### src/rtl/sma_pkg.sv
// ----------------------------------------------------------------------------
// sma_pkg
// shared types and codes of the stack machine alu
// ----------------------------------------------------------------------------
`default_nettype none

package sma_pkg;

  localparam int WORD_W = 32;

  typedef logic signed [WORD_W-1:0] word_t;
  typedef logic [2:0] cmd_t;
  typedef logic [2:0] status_t;

  // command codes
  localparam cmd_t CMD_PUSH    = 3'd0;
  localparam cmd_t CMD_POP     = 3'd1;
  localparam cmd_t CMD_ADD     = 3'd2;
  localparam cmd_t CMD_SUB     = 3'd3;
  localparam cmd_t CMD_MUL     = 3'd4;
  localparam cmd_t CMD_DIV     = 3'd5;
  localparam cmd_t CMD_MOV     = 3'd6;
  localparam cmd_t CMD_UNKNOWN = 3'd7;

  // status codes
  localparam status_t ST_OK        = 3'd0;
  localparam status_t ST_UNDERFLOW = 3'd1;
  localparam status_t ST_OVERFLOW  = 3'd2;
  localparam status_t ST_DIVZERO   = 3'd3;
  localparam status_t ST_UNKNOWN   = 3'd4;

  // divider request and response
  typedef struct packed {
    logic  start;
    word_t dividend;
    word_t divisor;
  } div_req_t;

  typedef struct packed {
    logic  done;
    word_t quotient;
  } div_rsp_t;

endpackage

`default_nettype wire

### src/rtl/sma_stack_mem.sv
// ----------------------------------------------------------------------------
// sma_stack_mem
// operand stack storage, one write and one registered read port
// ----------------------------------------------------------------------------
`default_nettype none

module sma_stack_mem #(
  parameter int DEPTH = 64
) (
  input  wire logic                     clk,
  input  wire logic                     we,
  input  wire logic [$clog2(DEPTH)-1:0] waddr,
  input  wire sma_pkg::word_t           wdata,
  input  wire logic [$clog2(DEPTH)-1:0] raddr,
  output sma_pkg::word_t                rdata
);
  import sma_pkg::*;

  word_t mem [DEPTH];

  always_ff @(posedge clk) begin
    if (we) begin
      mem[waddr] <= wdata;
    end
    rdata <= mem[raddr];
  end

endmodule

`default_nettype wire

### src/rtl/sma_div.sv
// ----------------------------------------------------------------------------
// sma_div
// signed divider, truncating toward zero, one quotient bit per cycle
// ----------------------------------------------------------------------------
`default_nettype none

module sma_div (
  input  wire logic              clk,
  input  wire logic              rst,
  input  wire sma_pkg::div_req_t req,
  output sma_pkg::div_rsp_t      rsp
);
  import sma_pkg::*;

  localparam int CNT_W = $clog2(WORD_W);
  localparam logic [CNT_W-1:0] LAST = CNT_W'(WORD_W - 1);

  logic                busy;
  logic                done;
  logic [CNT_W-1:0]    cnt;
  logic [WORD_W-1:0]   rem;
  logic [WORD_W-1:0]   quo;
  logic [WORD_W-1:0]   mag_b;
  logic                neg;
  logic [WORD_W:0]     rem_sh;
  logic [WORD_W:0]     diff;
  logic [WORD_W-1:0]   mag_a_in;
  logic [WORD_W-1:0]   mag_b_in;

  assign mag_a_in = req.dividend[WORD_W-1] ? (WORD_W'(0) - req.dividend) : req.dividend;
  assign mag_b_in = req.divisor[WORD_W-1]  ? (WORD_W'(0) - req.divisor)  : req.divisor;

  // restoring step
  assign rem_sh = {rem, quo[WORD_W-1]};
  assign diff   = rem_sh - {1'b0, mag_b};

  always_ff @(posedge clk) begin
    if (rst) begin
      busy <= 1'b0;
      done <= 1'b0;
    end else begin
      if (req.start) begin
        done  <= 1'b0;
        busy  <= 1'b1;
        cnt   <= '0;
        rem   <= '0;
        quo   <= mag_a_in;
        mag_b <= mag_b_in;
        neg   <= req.dividend[WORD_W-1] ^ req.divisor[WORD_W-1];
      end else if (busy) begin
        if (!diff[WORD_W]) begin
          rem <= diff[WORD_W-1:0];
          quo <= {quo[WORD_W-2:0], 1'b1};
        end else begin
          rem <= rem_sh[WORD_W-1:0];
          quo <= {quo[WORD_W-2:0], 1'b0};
        end
        cnt  <= cnt + CNT_W'(1);
        done <= (cnt == LAST);
        if (cnt == LAST) begin
          busy <= 1'b0;
        end
      end else begin
        done <= 1'b0;
      end
    end
  end

  assign rsp.done     = done;
  assign rsp.quotient = neg ? (WORD_W'(0) - quo) : quo;

endmodule

`default_nettype wire

### src/rtl/stack_machine_alu_top.sv
// ----------------------------------------------------------------------------
// stack_machine_alu_top
// operand stack and arithmetic unit of a small stack machine
// ----------------------------------------------------------------------------
// Each input beat is a push of a signed 32-bit word or one instruction (pop,
// add, sub, mul, div, mov); each produces exactly one result beat with status,
// popped word, stack depth and program counter. The operand stack lives in a
// synchronous memory with a registered read port; binary operations read the
// two top entries one after the other, compute, and write the result back.
// The block works on one item at a time: push, mov, unknown codes and all
// underflow cases go straight to done, pop reads the top word, add/sub/mul
// do two reads, execute and write back, and div waits for the divider unless
// the divisor is zero. A new item is taken while a finished result still
// waits in the output register; its result is held until that register
// frees up. Because an item only reads the memory after the previous item
// has written it back, no read can overlap a pending write to the same entry.
`default_nettype none

module stack_machine_alu_top #(
  parameter int STACK_DEPTH = 64
) (
  input  wire logic                             clk,
  input  wire logic                             rst,
  // input channel
  input  wire logic                             in_valid,
  output logic                                  in_ready,
  input  wire sma_pkg::cmd_t                    command,
  input  wire sma_pkg::word_t                   push_value,
  // result channel
  output logic                                  out_valid,
  input  wire logic                             out_ready,
  output sma_pkg::status_t                      status,
  output sma_pkg::word_t                        popped_value,
  output logic                                  popped_valid,
  output logic [$clog2(STACK_DEPTH+1)-1:0]      stack_depth,
  output logic [31:0]                           program_counter
);
  import sma_pkg::*;

  localparam int AW = $clog2(STACK_DEPTH);
  localparam int DW = $clog2(STACK_DEPTH + 1);
  localparam logic [DW-1:0] FULL = DW'(STACK_DEPTH);

  // sequencer states
  localparam logic [2:0] S_IDLE = 3'd0;  // waiting for an input beat
  localparam logic [2:0] S_POP  = 3'd1;  // top word arrives from memory
  localparam logic [2:0] S_RD_B = 3'd2;  // top word arrives, next-to-top issued
  localparam logic [2:0] S_RD_A = 3'd3;  // next-to-top arrives
  localparam logic [2:0] S_EXEC = 3'd4;  // add/sub/mul, or start the divider
  localparam logic [2:0] S_DIV  = 3'd5;  // divider running
  localparam logic [2:0] S_WB   = 3'd6;  // write result back on the stack
  localparam logic [2:0] S_DONE = 3'd7;  // hand result to the output register

  logic [2:0]    state;
  cmd_t          op;
  word_t         opa;
  word_t         opb;
  word_t         res_word;
  status_t       res_status;
  word_t         res_popped;
  logic          res_pvalid;
  logic [DW-1:0] depth;
  logic [DW-1:0] depth_m1;
  logic [DW-1:0] depth_m2;
  logic [31:0]   pc;

  // memory port
  logic          mem_we;
  logic [AW-1:0] mem_waddr;
  word_t         mem_wdata;
  logic [AW-1:0] mem_raddr;
  word_t         mem_rdata;

  div_req_t      div_req;
  div_rsp_t      div_rsp;

  assign depth_m1 = depth - DW'(1);
  assign depth_m2 = depth - DW'(2);
  assign in_ready = (state == S_IDLE);

  // top of stack is read speculatively while idle, so it is there for a pop
  // or for the first operand of a binary op in the cycle after the beat is taken
  always_comb begin
    mem_we    = 1'b0;
    mem_waddr = depth[AW-1:0];
    mem_wdata = push_value;
    mem_raddr = depth_m1[AW-1:0];
    unique case (state)
      S_IDLE: begin
        if (in_valid && command == CMD_PUSH && depth != FULL) begin
          mem_we = 1'b1;
        end
      end
      S_RD_B: begin
        mem_raddr = depth_m2[AW-1:0];
      end
      S_WB: begin
        mem_we    = 1'b1;
        mem_waddr = depth_m2[AW-1:0];
        mem_wdata = res_word;
      end
      default: begin
      end
    endcase
  end

  sma_stack_mem #(
    .DEPTH (STACK_DEPTH)
  ) u_mem (
    .clk   (clk),
    .we    (mem_we),
    .waddr (mem_waddr),
    .wdata (mem_wdata),
    .raddr (mem_raddr),
    .rdata (mem_rdata)
  );

  assign div_req.start    = (state == S_EXEC) && (op == CMD_DIV) && (opb != '0);
  assign div_req.dividend = opa;
  assign div_req.divisor  = opb;

  sma_div u_div (
    .clk (clk),
    .rst (rst),
    .req (div_req),
    .rsp (div_rsp)
  );

  always_ff @(posedge clk) begin
    if (rst) begin
      state     <= S_IDLE;
      depth     <= '0;
      pc        <= '0;
      out_valid <= 1'b0;
    end else begin
      // a result beat leaves; the done state refills the register itself
      if (out_valid && out_ready && state != S_DONE) begin
        out_valid <= 1'b0;
      end
      unique case (state)
        S_IDLE: begin
          if (in_valid) begin
            op         <= command;
            res_popped <= '0;
            res_pvalid <= 1'b0;
            unique case (command) inside
              CMD_PUSH: begin
                // push is data and leaves the counter alone
                if (depth == FULL) begin
                  res_status <= ST_OVERFLOW;
                end else begin
                  res_status <= ST_OK;
                  depth      <= depth + DW'(1);
                end
                state <= S_DONE;
              end
              CMD_POP, CMD_MOV: begin
                pc <= pc + 32'd1;
                if (depth == '0) begin
                  res_status <= ST_UNDERFLOW;
                  state      <= S_DONE;
                end else begin
                  res_status <= ST_OK;
                  state      <= (command == CMD_POP) ? S_POP : S_DONE;
                end
              end
              CMD_ADD, CMD_SUB, CMD_MUL, CMD_DIV: begin
                pc <= pc + 32'd1;
                if (depth == '0) begin
                  res_status <= ST_UNDERFLOW;
                  state      <= S_DONE;
                end else if (depth == DW'(1)) begin
                  // lone operand is consumed
                  depth      <= '0;
                  res_status <= ST_UNDERFLOW;
                  state      <= S_DONE;
                end else begin
                  res_status <= ST_OK;
                  state      <= S_RD_B;
                end
              end
              default: begin
                res_status <= ST_UNKNOWN;
                state      <= S_DONE;
              end
            endcase
          end
        end
        S_POP: begin
          res_popped <= mem_rdata;
          res_pvalid <= 1'b1;
          depth      <= depth_m1;
          state      <= S_DONE;
        end
        S_RD_B: begin
          opb   <= mem_rdata;
          state <= S_RD_A;
        end
        S_RD_A: begin
          opa   <= mem_rdata;
          state <= S_EXEC;
        end
        S_EXEC: begin
          unique case (op)
            CMD_ADD: begin
              res_word <= opa + opb;
              state    <= S_WB;
            end
            CMD_SUB: begin
              res_word <= opa - opb;
              state    <= S_WB;
            end
            CMD_MUL: begin
              res_word <= opa * opb;
              state    <= S_WB;
            end
            CMD_DIV: begin
              if (opb == '0) begin
                // both operands dropped, nothing pushed
                res_status <= ST_DIVZERO;
                depth      <= depth_m2;
                state      <= S_DONE;
              end else begin
                state <= S_DIV;
              end
            end
            default: begin
              res_word <= '0;
              state    <= S_WB;
            end
          endcase
        end
        S_DIV: begin
          if (div_rsp.done) begin
            res_word <= div_rsp.quotient;
            state    <= S_WB;
          end
        end
        S_WB: begin
          // two popped, one pushed
          depth <= depth_m1;
          state <= S_DONE;
        end
        S_DONE: begin
          if (!out_valid || out_ready) begin
            out_valid       <= 1'b1;
            status          <= res_status;
            popped_value    <= res_popped;
            popped_valid    <= res_pvalid;
            stack_depth     <= depth;
            program_counter <= pc;
            state           <= S_IDLE;
          end
        end
        default: begin
          state <= S_IDLE;
        end
      endcase
    end
  end

endmodule

`default_nettype wire

### config.mk
export PLATFORM = sky130hd
export DESIGN_NAME = stack_machine_alu_top
export DESIGN_NICKNAME = d
export VERILOG_FILES = /design/src/rtl/sma_pkg.sv /design/src/rtl/sma_stack_mem.sv /design/src/rtl/sma_div.sv /design/src/rtl/stack_machine_alu_top.sv
export SDC_FILE = /design/constraint.sdc
export NUM_CORES = 2
export LEC_CHECK = 0
export ABC_CLOCK_PERIOD_IN_PS = 6800
export BUFFER_PORTS_ARGS = -buffer_cell sky130_fd_sc_hd__buf_2
export CAP_MARGIN = 5
export CORE_MARGIN = 4
export CORE_UTILIZATION = 58
export DETAILED_ROUTE_END_ITERATION = 8
export MAX_ROUTING_LAYER = met4
export PLACE_DENSITY = 0.84
export SLEW_MARGIN = 10
export SYNTH_ARGS = -nofsm -noshare
export SYNTH_HDL_FRONTEND = slang
export SYNTH_SLANG_ARGS = --single-unit
### constraint.sdc
create_clock -name clk -period 6.8 [get_ports clk]
set_clock_uncertainty 0.2 [all_clocks]
set_input_delay 0.68 -clock clk [delete_from_list [all_inputs] [get_ports clk]]
set_output_delay 0.68 -clock clk [all_outputs]
set_load 0.05 [all_outputs]
==> impl_metrics.csv <==
group,metric,value,unit
drt,vias_per_cell,6.73,
synth,async_flop_share,0,%
place,pre_cts_ws,-700,ps
critical_path,crit_fanout,8,
timing,setup_violations,16,
drt,route.detailed.drc,0,
synth,ys_types,79,
critical_path,arrival,7830,ps
die,die_w,455,microns
timing,drv_slew,0,
global_routing,grt_pass1_vias,72700,
die,start_util,58.5,%
synth,synth_top_area_share,61.3,%
hold_path,hp-class,"input pin to register",
cells_and_area,finalNonFillerCells,10500,
global_routing,antenna_found_initial,19,
place,routabilityCongestion,0.957,
critical_path,cp.required,7290,ps
synth,synth_edf_count,2360,
synth,syn-instance-count,7276,
global_routing,use_met3,7.14,%
timing,max_freq,136,MHz
timing,rsz0062_at_grt,"true",
drt,initialDrtViolationCount,9988,
global_routing,use_met2,55.3,%
clocking,cts_tree,"built",
synth,yosys_warnings,0,
clocking,clock_path_buffers,3,
synth,ys_seq_area_share,62.6,%
synth,avgSynthCellArea,15.9,sq um
timing,slew_headroom,11.0,%
die,dieArea,207000,sq um
status,violations,"setup timing",
cells_and_area,fin_nets,8300,
timing,setup_ws,-537,ps
global_routing,grt_max_degree,129,
drt,via_count,70500,
global_routing,grt_overflow,0,
critical_path,cp-start-kind,"register",
clocking,cts_inserted_buffers,226,
cells_and_area,fill_cells,12400,
synth,synth_common_cells,"2360 x edfxtp_1, 512 x mux4_2, 510 x nand2_1",
die,die-height,455,microns
status,status,"finished, violations left",
cells_and_area,area_growth,13.2,%
drt,postRouteAntennaNets,0,
global_routing,grt.busiest_layer,"met2",
timing,whs,78.3,ps
synth,synth_area_leader_cell,"edfxtp_1",
global_routing,grt_pass1_wl,498000,microns
drt,finalWirelength,342000,microns
clocking,clk_latency,900,ps
timing,tightest_slew,1300,ps
clocking,clock-root-buffer,"clkbuf_16",
synth,yosysMostFrequentCell,"edfxtp_1",
place,place_inst,10000,
die,ios,116,
synth,synth_area_leaders,"edfxtp_1 61%, mux4_2 10%, fa_1 7.1%",
synth,synthFlopType,"edfxtp_1",
place,dp_hpwl,201000,microns
place,io_buffers,115,
critical_path,end_kind,"register",
drt,wl_per_cell,32.7,microns
critical_path,crit_type,"register to register",
timing,final-hold-violation-count,0,
flow_run,cap_violations,0,
clocking,htree_num_levels,4,
clocking,cts.sinks,2437,
die,rows,163,
synth,syn-num-nets,7952,
global_routing,grt_use_total,34.4,%
timing,period_share,108,%
timing,period_minus_slack,7340,ps
drt,dr.pass1.iters,6,
cells_and_area,drive_gt1_share,21.2,%
synth,synth_seq_cells,2437,
clocking,clk_pin_slew,60,ps
global_routing,use_met1,40.1,%
die,core_area,198000,sq um
synth,syn_area,116000,sq um
per-layer routing:
layer  vias to the layer above  wire length [microns]
li1                      27900                      -
met1                     35500                 110000
met2                      5705                 170000
met3                      1407                  36200
met4                         0                  26200
met5                         -                      0
final timing paths:
| kind | start | endpoint | slack (ps) | cells after the start |
|---|---|---|---|---|
| worst max-delay path | opa[4]$_DFFE_PP_ | res_word[30]$_DFFE_PP_ | -540 | 23 |
| worst min-delay path | in_valid | state[2]$_SDFFE_PP0P_ | 80 | 3 |
| worst max register to register | opa[4]$_DFFE_PP_ | res_word[30]$_DFFE_PP_ | -540 | 23 |
| worst min register to register | res_popped[8]$_SDFFCE_PN0P_ | popped_value[8]$_DFFE_PP_ | 210 | 0 |
through the flow:
| stage | setup TNS [ps] | util [%] | area [sq um] |
|---|---|---|---|
| floorplan | -515 | - | 116000 |
| global route | -8930 | 66.2 | 131000 |
| global placement | -6360 | 61.8 | 122000 |
| detailed placement | -6650 | 61.8 | 122000 |
| CTS | -6740 | 65.9 | 130000 |
| finish | -5630 | 66.2 | 131000 |
sequential cells by signal (all words and copies together) (netlist names), 32 cells and up:
signal and cells:
popped_value 32, program_counter 32, pc 32, u_div.rem 32, res_popped 32, res_word 32
opa 32, u_div.quo 32, opb 32, u_mem.mem 2048, u_div.mag_b 32, u_mem.rdata 32
area by class of cell:
| cell class | instances | area (sq um) | area share, % |
|---|---|---|---|
| Antenna cell | 17 | 42.5 | 0.0325 |
| Sequential cell | 2437 | 72400 | 55.3 |
| Inverter | 479 | 1800 | 1.37 |
| Tap cell | 2640 | 3300 | 2.52 |
| Clock buffer | 271 | 5950 | 4.54 |
| Multi-Input combinational cell | 3942 | 41300 | 31.5 |
| Timing Repair Buffer | 538 | 4260 | 3.26 |
| Clock inverter | 150 | 1870 | 1.43 |
what timing repair did:
item                                    CTS  global route
resized for setup                        50            69
pin swaps                                22            36
endpoints found under the setup margin   18            20
hold buffers                              4             0
hold endpoints to repair                  5             0
buffers inserted                         13            10
layout by cell type, fill, tap and decap left out, types with 149 or more instances in the layout:
master,count
a21oi_1,229
fa_1,396
nor2b_1,149
inv_1,464
edfxtp_1,2360
and2_1,380
mux2i_1,162
a211oi_1,241
clkbuf_16,227
nand2_1,474
mux4_2,512
ha_1,208
buf_4,369
worst max-delay path, cell delays in order (launching register included):
cell	delay, ps
edfxtp_1	490
buf_4	220
and2_1	150
fa_1	500
fa_1	410
fa_1	510
inv_1	60
fa_1	500
inv_2	40
fa_1	450
ha_1	310
fa_1	490
inv_1	50
fa_1	520
inv_2	60
ha_4	150
or4_4	560
o311ai_4	310
o2111ai_2	180
a41o_1	280
a211o_1	330
o21ai_2	60
o21ai_1	80
a31oi_1	200
cells by family after synthesis:
| group | synth area share [%] |
|---|---|
| flops | 62.6 |
| simple gates | 6.60 |
| buf+inv | 2.97 |
| compound gates | 4.79 |
| mux | 11.4 |
| fa+ha+maj | 9.55 |
| xor+xnor | 2.08 |
Power is left out: the tool's default activity adds up to more than one toggle a clock period on the data nets, which glitch-free logic cannot reach.
